## src/rtl/epcm_pkg.sv

```systemverilog
// shared constants, item type and function codes for the stereo pcm mixer
package epcm_pkg;

  localparam int NUM_VOICES   = 8;
  localparam int CHUNK_FRAMES = 315;
  localparam int CHUNK_BYTES  = 2 * CHUNK_FRAMES;

  localparam int VOICE_W = (NUM_VOICES > 1) ? $clog2(NUM_VOICES) : 1;
  localparam int FRAME_W = $clog2(CHUNK_FRAMES + 1);
  localparam int CH_W    = 3;
  localparam int SMP_W   = 8;
  localparam int CLIP_W  = 24;
  localparam int VOL_W   = 7;
  localparam int SEP_W   = 8;
  localparam int MASK_W  = 8;
  localparam int GAIN_W  = VOL_W + SEP_W;
  localparam int PROD_W  = 24;
  localparam int SUM_W   = 28;

  localparam int SEP_MAX    = 254;
  localparam int SAMPLE_MID = 128;
  localparam int DIVISOR    = 127 * 127;

  // scaler: eight quotient bits, magnitude clamped at 256 divisors
  localparam int QUOT_W  = 8;
  localparam int SAT_MAG = 256 * DIVISOR;
  localparam int REM_W   = $clog2(SAT_MAG);
  localparam int RECIP   = (1 << REM_W) / DIVISOR;
  localparam int RECIP_W = $clog2(RECIP + 1);

  localparam int QUEUE_DEPTH = 2;
  localparam int QPTR_W      = (QUEUE_DEPTH > 1) ? $clog2(QUEUE_DEPTH) : 1;
  localparam int QCNT_W      = $clog2(QUEUE_DEPTH + 1);

  typedef enum logic [1:0] {
    FUNC_PAIR   = 2'd0,
    FUNC_START  = 2'd1,
    FUNC_STOP   = 2'd2,
    FUNC_UPDATE = 2'd3
  } func_t;

  typedef struct packed {
    func_t                    func;
    logic                     known;
    logic [CH_W-1:0]          channel;
    logic signed [SMP_W:0]    left;
    logic signed [SMP_W:0]    right;
    logic                     last;
    logic [CLIP_W-1:0]        clip;
    logic [VOL_W-1:0]         volume;
    logic [SEP_W-1:0]         separation;
  } item_t;

endpackage

```

## src/rtl/epcm_scale.sv

```systemverilog
// divide by 127*127 via reciprocal multiply and one correction, saturate to an 8-bit sample
module epcm_scale (
  input  logic                              clk,
  input  logic                              rst,
  input  logic                              start,
  input  logic signed [epcm_pkg::SUM_W-1:0] sum,
  output logic                              done,
  output logic [epcm_pkg::SMP_W-1:0]        sample
);
  import epcm_pkg::*;

  logic                     busy;
  logic                     neg;
  logic                     over;
  logic [REM_W-1:0]         rem;
  logic [QUOT_W-1:0]        est;
  logic [QUOT_W-1:0]        quot;
  logic [SUM_W-1:0]         mag;
  logic [REM_W+RECIP_W-1:0] est_full;
  logic [REM_W-1:0]         resid;
  logic [QUOT_W-1:0]        whole;

  assign mag = sum[SUM_W-1] ? SUM_W'(-sum) : SUM_W'(sum);

  // the estimate is never above the true quotient and at most one below it
  assign est_full = (REM_W+RECIP_W)'(mag[REM_W-1:0]) * (REM_W+RECIP_W)'(RECIP);
  assign resid    = rem - REM_W'(est) * REM_W'(DIVISOR);

  always_ff @(posedge clk) begin
    if (rst) begin
      busy <= 1'b0;
      done <= 1'b0;
    end else begin
      busy <= start;
      done <= busy;
    end
  end

  always_ff @(posedge clk) begin
    if (start) begin
      neg  <= sum[SUM_W-1];
      over <= mag >= SUM_W'(SAT_MAG);
      rem  <= mag[REM_W-1:0];
      est  <= est_full[REM_W +: QUOT_W];
    end
    if (busy) begin
      quot <= (resid >= REM_W'(DIVISOR)) ? est + 1'b1 : est;
    end
  end

  // truncation toward zero falls out of dividing the magnitude
  assign whole = over ? '1 : quot;

  always_comb begin
    if (neg) begin
      sample = (whole >= QUOT_W'(SAMPLE_MID)) ? '0 : SMP_W'(SAMPLE_MID) - SMP_W'(whole);
    end else begin
      sample = (whole >= QUOT_W'(SAMPLE_MID - 1)) ? '1 : SMP_W'(SAMPLE_MID) + SMP_W'(whole);
    end
  end

endmodule

```

## src/rtl/epcm_front.sv

```systemverilog
// input side: decodes items and holds them in a short queue for the mixing engine
module epcm_front (
  input  logic                               clk,
  input  logic                               rst,
  input  logic                               push,
  output logic                               full,
  input  logic [1:0]                         func,
  input  logic [epcm_pkg::CH_W-1:0]          channel,
  input  logic [epcm_pkg::SMP_W-1:0]         left_sample,
  input  logic [epcm_pkg::SMP_W-1:0]         right_sample,
  input  logic                               last_channel,
  input  logic [epcm_pkg::CLIP_W-1:0]        clip_length,
  input  logic [epcm_pkg::VOL_W-1:0]         volume,
  input  logic [epcm_pkg::SEP_W-1:0]         separation,
  output epcm_pkg::item_t                    head,
  output logic                               head_valid,
  input  logic                               take
);
  import epcm_pkg::*;

  item_t             slot [QUEUE_DEPTH];
  item_t             incoming;
  logic [QPTR_W-1:0] wr_ptr;
  logic [QPTR_W-1:0] rd_ptr;
  logic [QCNT_W-1:0] count;
  logic              wr_en;
  logic              rd_en;

  always_comb begin
    incoming.func       = func_t'(func);
    incoming.known      = 32'(channel) < 32'(NUM_VOICES);
    incoming.channel    = channel;
    incoming.left       = {1'b0, left_sample} - (SMP_W+1)'(SAMPLE_MID);
    incoming.right      = {1'b0, right_sample} - (SMP_W+1)'(SAMPLE_MID);
    incoming.last       = last_channel;
    incoming.clip       = clip_length;
    incoming.volume     = volume;
    incoming.separation = (separation > SEP_W'(SEP_MAX)) ? SEP_W'(SEP_MAX) : separation;
  end

  assign full       = count == QCNT_W'(QUEUE_DEPTH);
  assign head_valid = count != '0;
  assign head       = slot[rd_ptr];
  assign wr_en      = push && !full;
  assign rd_en      = take && head_valid;

  always_ff @(posedge clk) begin
    if (wr_en) begin
      slot[wr_ptr] <= incoming;
    end
  end

  always_ff @(posedge clk) begin
    if (rst) begin
      wr_ptr <= '0;
      rd_ptr <= '0;
      count  <= '0;
    end else begin
      if (wr_en) begin
        wr_ptr <= (wr_ptr == QPTR_W'(QUEUE_DEPTH - 1)) ? '0 : wr_ptr + 1'b1;
      end
      if (rd_en) begin
        rd_ptr <= (rd_ptr == QPTR_W'(QUEUE_DEPTH - 1)) ? '0 : rd_ptr + 1'b1;
      end
      count <= count + QCNT_W'(wr_en) - QCNT_W'(rd_en);
    end
  end

endmodule

```

## src/rtl/epcm_back.sv

```systemverilog
// mixing engine: voice state, gain and accumulate, frame close and result register
module epcm_back (
  input  logic                        clk,
  input  logic                        rst,
  input  epcm_pkg::item_t             head,
  input  logic                        head_valid,
  output logic                        take,
  output logic                        empty,
  input  logic                        pop,
  output logic [epcm_pkg::SMP_W-1:0]  left_out,
  output logic [epcm_pkg::SMP_W-1:0]  right_out,
  output logic                        chunk_end,
  output logic [epcm_pkg::MASK_W-1:0] active_mask
);
  import epcm_pkg::*;

  typedef enum logic [4:0] {
    ST_IDLE = 5'b00001,
    ST_MUL  = 5'b00010,
    ST_ACC  = 5'b00100,
    ST_DIV  = 5'b01000,
    ST_EMIT = 5'b10000
  } state_t;

  state_t                  state;
  logic [NUM_VOICES-1:0]   active;
  logic [CLIP_W-1:0]       remaining  [NUM_VOICES];
  logic [VOL_W-1:0]        vol_store  [NUM_VOICES];
  logic [SEP_W-1:0]        sep_store  [NUM_VOICES];
  logic signed [SUM_W-1:0] left_sum;
  logic signed [SUM_W-1:0] right_sum;
  logic [FRAME_W-1:0]      frame_pos;

  logic [VOICE_W-1:0]      idx;
  logic                    hit_now;
  logic [GAIN_W-1:0]       left_gain_now;
  logic [GAIN_W-1:0]       right_gain_now;

  logic                    hit;
  logic                    last;
  logic signed [SMP_W:0]   left_smp;
  logic signed [SMP_W:0]   right_smp;
  logic [GAIN_W-1:0]       left_gain;
  logic [GAIN_W-1:0]       right_gain;
  logic signed [PROD_W-1:0] left_prod;
  logic signed [PROD_W-1:0] right_prod;
  logic signed [SUM_W-1:0] left_sum_next;
  logic signed [SUM_W-1:0] right_sum_next;

  logic                    frame_end;
  logic [NUM_VOICES-1:0]   close_active;
  logic [MASK_W-1:0]       close_mask;
  logic                    pend_end;
  logic [MASK_W-1:0]       pend_mask;

  logic                    scale_start;
  logic                    left_done;
  logic                    right_done;
  logic [SMP_W-1:0]        left_scaled;
  logic [SMP_W-1:0]        right_scaled;
  logic                    out_valid;
  logic                    closing;

  function automatic logic signed [SUM_W-1:0] sat_add(input logic signed [SUM_W-1:0] acc,
                                                      input logic signed [PROD_W-1:0] p);
    logic signed [SUM_W:0] wide;
    wide = (SUM_W+1)'(acc) + (SUM_W+1)'(p);
    if (wide[SUM_W] != wide[SUM_W-1]) begin
      sat_add = wide[SUM_W] ? {1'b1, {(SUM_W-1){1'b0}}} : {1'b0, {(SUM_W-1){1'b1}}};
    end else begin
      sat_add = wide[SUM_W-1:0];
    end
  endfunction

  assign idx  = VOICE_W'(head.channel);
  assign take = (state == ST_IDLE) && head_valid;

  // a pair counts while the frame lies inside the remaining clip
  always_comb begin
    hit_now        = head.known && active[idx] &&
                     ((CLIP_W-1)'(frame_pos) < remaining[idx][CLIP_W-1:1]);
    left_gain_now  = GAIN_W'(vol_store[idx]) * GAIN_W'(sep_store[idx]);
    right_gain_now = GAIN_W'(vol_store[idx]) * GAIN_W'(SEP_W'(SEP_MAX) - sep_store[idx]);
  end

  assign left_sum_next  = hit ? sat_add(left_sum, left_prod) : left_sum;
  assign right_sum_next = hit ? sat_add(right_sum, right_prod) : right_sum;

  assign frame_end = frame_pos >= FRAME_W'(CHUNK_FRAMES - 1);
  assign closing   = (state == ST_ACC) && last;

  always_comb begin
    close_mask = '0;
    for (int v = 0; v < NUM_VOICES; v++) begin
      close_active[v] = active[v] && !(frame_end && remaining[v] <= CLIP_W'(CHUNK_BYTES));
    end
    for (int v = 0; v < MASK_W; v++) begin
      if (v < NUM_VOICES) begin
        close_mask[v] = close_active[v];
      end
    end
  end

  assign scale_start = closing;

  epcm_scale u_scale_left (
    .clk    (clk),
    .rst    (rst),
    .start  (scale_start),
    .sum    (left_sum_next),
    .done   (left_done),
    .sample (left_scaled)
  );

  epcm_scale u_scale_right (
    .clk    (clk),
    .rst    (rst),
    .start  (scale_start),
    .sum    (right_sum_next),
    .done   (right_done),
    .sample (right_scaled)
  );

  // sequencer
  always_ff @(posedge clk) begin
    if (rst) begin
      state <= ST_IDLE;
    end else begin
      unique case (state)
        ST_IDLE: begin
          if (head_valid && head.func == FUNC_PAIR) begin
            state <= ST_MUL;
          end
        end
        ST_MUL:  state <= ST_ACC;
        ST_ACC:  state <= last ? ST_DIV : ST_IDLE;
        ST_DIV: begin
          if (left_done && right_done) begin
            state <= ST_EMIT;
          end
        end
        ST_EMIT: begin
          if (!out_valid) begin
            state <= ST_IDLE;
          end
        end
        default: state <= ST_IDLE;
      endcase
    end
  end

  // pair datapath
  always_ff @(posedge clk) begin
    if (take) begin
      hit        <= hit_now;
      last       <= head.last;
      left_smp   <= head.left;
      right_smp  <= head.right;
      left_gain  <= left_gain_now;
      right_gain <= right_gain_now;
    end
    if (state == ST_MUL) begin
      left_prod  <= PROD_W'(left_smp * $signed({1'b0, left_gain}));
      right_prod <= PROD_W'(right_smp * $signed({1'b0, right_gain}));
    end
    if (closing) begin
      pend_end  <= frame_end;
      pend_mask <= close_mask;
    end
  end

  // voice state, sums and frame counter
  always_ff @(posedge clk) begin
    if (rst) begin
      active    <= '0;
      left_sum  <= '0;
      right_sum <= '0;
      frame_pos <= '0;
      for (int v = 0; v < NUM_VOICES; v++) begin
        remaining[v] <= '0;
        vol_store[v] <= '0;
        sep_store[v] <= '0;
      end
    end else begin
      if (take && head.known) begin
        unique case (head.func)
          FUNC_START: begin
            remaining[idx] <= head.clip;
            vol_store[idx] <= head.volume;
            sep_store[idx] <= head.separation;
            active[idx]    <= 1'b1;
          end
          FUNC_STOP:   active[idx] <= 1'b0;
          FUNC_UPDATE: begin
            vol_store[idx] <= head.volume;
            sep_store[idx] <= head.separation;
          end
          FUNC_PAIR: ;
          default: ;
        endcase
      end
      if (state == ST_ACC) begin
        if (last) begin
          left_sum  <= '0;
          right_sum <= '0;
          active    <= close_active;
          frame_pos <= frame_end ? '0 : frame_pos + 1'b1;
          if (frame_end) begin
            for (int v = 0; v < NUM_VOICES; v++) begin
              if (active[v]) begin
                remaining[v] <= close_active[v] ? remaining[v] - CLIP_W'(CHUNK_BYTES) : '0;
              end
            end
          end
        end else begin
          left_sum  <= left_sum_next;
          right_sum <= right_sum_next;
        end
      end
    end
  end

  // result register
  always_ff @(posedge clk) begin
    if (rst) begin
      out_valid <= 1'b0;
    end else if (state == ST_EMIT && !out_valid) begin
      out_valid <= 1'b1;
    end else if (pop) begin
      out_valid <= 1'b0;
    end
  end

  always_ff @(posedge clk) begin
    if (state == ST_EMIT && !out_valid) begin
      left_out    <= left_scaled;
      right_out   <= right_scaled;
      chunk_end   <= pend_end;
      active_mask <= pend_mask;
    end
  end

  assign empty = !out_valid;

endmodule

```

## src/rtl/eight_channel_stereo_pcm_mixer_core.sv

```systemverilog
// Stereo PCM mixer for up to eight voices of unsigned 8-bit audio, mixed in chunks of
// 315 frames. Items enter through a two-beat queue; the mixing engine applies start, stop
// and update items as it takes them, and runs a sample pair through lookup and gain, multiply
// and accumulate. The pair that closes a frame adds the scaling of both sums by 1/(127*127),
// a reciprocal multiply and one correcting subtract, before its result reaches the output
// register, which holds one beat until popped while the input queue keeps taking items
// until it is full.
module eight_channel_stereo_pcm_mixer_core (
  input  logic                          clk,
  input  logic                          rst,
  input  logic                          push,
  output logic                          full,
  input  logic [1:0]                    func,
  input  logic [epcm_pkg::CH_W-1:0]     channel,
  input  logic [epcm_pkg::SMP_W-1:0]    left_sample,
  input  logic [epcm_pkg::SMP_W-1:0]    right_sample,
  input  logic                          last_channel,
  input  logic [epcm_pkg::CLIP_W-1:0]   clip_length,
  input  logic [epcm_pkg::VOL_W-1:0]    volume,
  input  logic [epcm_pkg::SEP_W-1:0]    separation,
  output logic                          empty,
  input  logic                          pop,
  output logic [epcm_pkg::SMP_W-1:0]    left_out,
  output logic [epcm_pkg::SMP_W-1:0]    right_out,
  output logic                          chunk_end,
  output logic [epcm_pkg::MASK_W-1:0]   active_mask
);
  import epcm_pkg::*;

  item_t head;
  logic  head_valid;
  logic  take;

  epcm_front u_front (
    .clk          (clk),
    .rst          (rst),
    .push         (push),
    .full         (full),
    .func         (func),
    .channel      (channel),
    .left_sample  (left_sample),
    .right_sample (right_sample),
    .last_channel (last_channel),
    .clip_length  (clip_length),
    .volume       (volume),
    .separation   (separation),
    .head         (head),
    .head_valid   (head_valid),
    .take         (take)
  );

  epcm_back u_back (
    .clk         (clk),
    .rst         (rst),
    .head        (head),
    .head_valid  (head_valid),
    .take        (take),
    .empty       (empty),
    .pop         (pop),
    .left_out    (left_out),
    .right_out   (right_out),
    .chunk_end   (chunk_end),
    .active_mask (active_mask)
  );

endmodule

```

## config.mk

```make
export PLATFORM = sky130hd
export DESIGN_NAME = eight_channel_stereo_pcm_mixer_core
export DESIGN_NICKNAME = d
export VERILOG_FILES = /design/src/rtl/epcm_pkg.sv /design/src/rtl/epcm_scale.sv /design/src/rtl/epcm_front.sv /design/src/rtl/epcm_back.sv /design/src/rtl/eight_channel_stereo_pcm_mixer_core.sv
export SDC_FILE = /design/constraint.sdc
export NUM_CORES = 2
export LEC_CHECK = 0
export BUFFER_PORTS_ARGS = -buffer_cell sky130_fd_sc_hd__buf_2
export CORE_MARGIN = 5
export CORE_UTILIZATION = 50
export DETAILED_ROUTE_END_ITERATION = 8
export PLACE_DENSITY = 0.66
export RECOVER_POWER = 50
export REMOVE_ABC_BUFFERS = 1
export SETUP_SLACK_MARGIN = 0.4
export SLEW_MARGIN = 20
export SYNTH_ARGS = -nofsm -noshare
export SYNTH_HDL_FRONTEND = slang
export SYNTH_SLANG_ARGS = --single-unit
```

## constraint.sdc

```tcl
create_clock -name clk -period 19.2 [get_ports clk]
set_input_delay 1.92 -clock clk [delete_from_list [all_inputs] [get_ports clk]]
set_output_delay 1.92 -clock clk [all_outputs]
set_load 0.02 [all_outputs]
```

==> key figures <==
Outcome
  • Status: complete, but fails checks
  • Violated checks: max-capacitance violations, max-slew violations

Cells and area
  • Total Nets Final: 6363
  • Final non-filler cell area: 60300 um2
  • Area growth from synthesis to layout: 8.53%
  • Fin util: 0.546
  • Non-Filler Instances: 7075
  • Share of cells above drive strength 1: 0.0585

CTS
  • Worst-Skew Late Latency: 690 ps
  • CTS tree: built
  • Post-CTS Resized: 0
  • Post-CTS setup buffer count: 0
  • Total clock sinks: 729
  • Htree depth: 3
  • CTS Hold Bufs: 0
  • CTS Buf Count: 83
  • Root Buffer: clkbuf_16
  • Worst-path clk slew: 60 ps
  • CTS max path bufs: 3

Logic synthesis
  • Yosys Warn Count: 0
  • Mapped Avg Cell Area: 10.1 um2
  • Area share of the largest cell type after synthesis: 0.347
  • Top post-synthesis cells by area: edfxtp_1 (35%), fa_1 (12%), ha_1 (10%)
  • Asr flop ratio synth: 0
  • Commonest cells post-synth: edfxtp_1 (643), inv_1 (566), nor2_1 (514)
  • Area leader, netlist: edfxtp_1
  • Post-synth EDFFs: 643
  • Seq cells post-synth: 729
  • Top FF cell, synth: edfxtp_1
  • Unique masters post-synth: 101
  • Synthesized area: 55600 um2
  • Most frequent cell after synthesis: edfxtp_1
  • Syn Inst Count: 5499
  • Sequential area share after synthesis: 0.378

Placed design
  • Routability Congestion: 0.931
  • Post-Place Cells: 6925
  • Port bufs: 91
  • Placed inst area: 57600 um2
  • Dpl hpwl: 102 mm

Route
  • Number of vias per cell: 5.85
  • Routed len/inst: 19.4 um
  • Post-Route WL: 137 mm
  • DRC errors left: 0
  • DRT antenna net count: 0
  • Initial DRT Pass Iterations: 6
  • First DRT Iteration DRCs: 3415
  • Via count: 41.4k

STA
  • Unrepaired setup endpoints after global routing: false
  • Max-slew headroom at the worst pin: -1.56
  • Final setup violation count: 0
  • Worst-margin pin slew: 3840 ps
  • Skew final: 35.8 ps
  • Fin. Hold Viols: 0
  • Min Tclk post-route: 9370 ps
  • Fin. max-slew vios: 451
  • Part of the cycle the worst path needs: 0.488
  • Max Fclk: 107 MHz
  • Setup TNS: 0 ps

Global route
  • Routing usage on met1: 0.311
  • Grt met2 use: 0.393
  • First-pass GRT wire length: 220 mm
  • Grt ovf: 0
  • Met3 Track Usage GR: 0.0273
  • Largest net degree at the start of global routing: 66
  • Antenna violations before repair: 2
  • GR peak layer: met2
  • Vias in the first global route: 40.6k
  • Gr usage total: 0.230

Worst setup path
  • Crit path kind: reg2reg
  • Critical Path Slowest Stage Cell: dfxtp_1
  • Worst stage delay on the critical path: 1590 ps
  • Worst r2r path cells: 26
  • Worst Setup End Kind: register
  • CP startpoint kind: register
  • Most Frequent Cell on Critical Path: fa_1
  • R2r setup slk: 9830 ps
  • RR Endpoint: u_back.right_gain[14]
  • Critical Path AT: 9790 ps
  • Worst Path Required: 19620 ps
  • Crit path max fanout: 33

Worst hold path
  • Hold Path Class: reg2reg
  • Hold path startpoint: u_back.pend_mask[3]
  • Worst Hold Path EP: u_back.active_mask[3]
  • Cells on Worst Hold Path: 0

Floorplanning
  • Io pins: 92
  • # rows: 122
  • Core area: 111000 um2
  • Starting density of the core: 0.503
  • DIE AREA: 118000 um2
  • Chip width: 343 um
  • Height of the die: 343 um

Flow run
  • Max-cap violation count: 12
-- worst max-delay path: cells and delay by family (launching register included) --
family          cells  cell delay, ps
mux                 1             680
fa+ha+maj           5            2330
buf+inv             3             170
flops               1            1590
compound gates      8            1230
simple gates        7            2670
xor+xnor            2             420
-- kinds of logic after synthesis --
family | share of synthesized area
AO/OA/AOI/OAI | 0.136
XOR/XNOR | 0.0598
adder cells (fa/ha/maj) | 0.219
buffers and inverters | 0.0541
flip-flops | 0.378
multiplexers | 0.0139
AND/OR/NAND/NOR | 0.139
-- registers in the layout, indices dropped and copies added (netlist names), 9 cells and up, named ones only --
name and flops:
u_back.u_scale_left.rem 22, u_back.right_sum 28, u_back.left_prod 24, u_back.sep_store 64, u_back.frame_pos 9, u_back.left_gain 14
u_back.left_sum 28, u_back.right_gain 15, u_back.vol_store 56, u_front.slot 122, u_back.remaining 192, u_back.right_prod 24
u_back.u_scale_right.rem 22
-- layout make-up --
class	instances	area, um2
repair buffers	160	830
multi-input cells	3977	31600
flip-flops and latches	729	21000
clock inverters	38	597
diodes	1	2.50
fillers	9845	50200
inverters	571	2140
clock buffers	111	2290
well taps	1488	1860
-- per-stage QoR --
| step | hold slack (ps) | worst slack [ps] |
|---|---|---|
| 6_report | 418 | 9830 |
| 5_1_grt | 441 | 9060 |
| 4_1_cts | 418 | 10890 |
| 3_5_place_dp | 418 | 10950 |
| 3_3_place_gp | 407 | 11120 |
| 2_1_floorplan | 400 | 10190 |
-- metal layers --
| metal | up-vias | routed length (um) | share of wire |
|---|---|---|---|
| li1 | 19500 | - | - |
| met1 | 20300 | 58900 | 0.43 |
| met2 | 1342 | 65800 | 0.48 |
| met3 | 260 | 8480 | 0.062 |
| met4 | 2 | 4130 | 0.030 |
| met5 | - | 13 | 0.000095 |
-- cells in the final DEF, fill, tap and decap left out, types with 41 or more instances in the layout --
cell type,n
a21o_1,46
edfxtp_1,643
ha_1,456
o22ai_1,269
nor2_1,511
nor4_1,50
clkbuf_1,99
inv_1,564
dfxtp_1,86
xor2_1,121
or2_2,57
nand2b_1,65
nand3_1,73
xnor2_1,255
buf_4,52
o21ai_0,129
nor2b_1,47
a21oi_1,228
and2_1,133
mux2i_1,41
a31oi_1,43
clkbuf_16,85
nor3_1,106
a22oi_1,81
fa_1,320
nand2_1,397
-- how the worst max path moves through the flow --
stage                   from               endpoint  depth (start not counted)
floorplan           register  u_back.right_gain[14]                         26
global placement    register  u_back.right_gain[14]                         31
detailed placement  register  u_back.right_gain[14]                         28
CTS                 register  u_back.right_gain[14]                         31
global route        register  u_back.right_gain[14]                         26
finish              register  u_back.right_gain[14]                         26
Power is left out: the tool's default activity adds up to more than one toggle a clock period on the data nets, which glitch-free logic cannot reach.
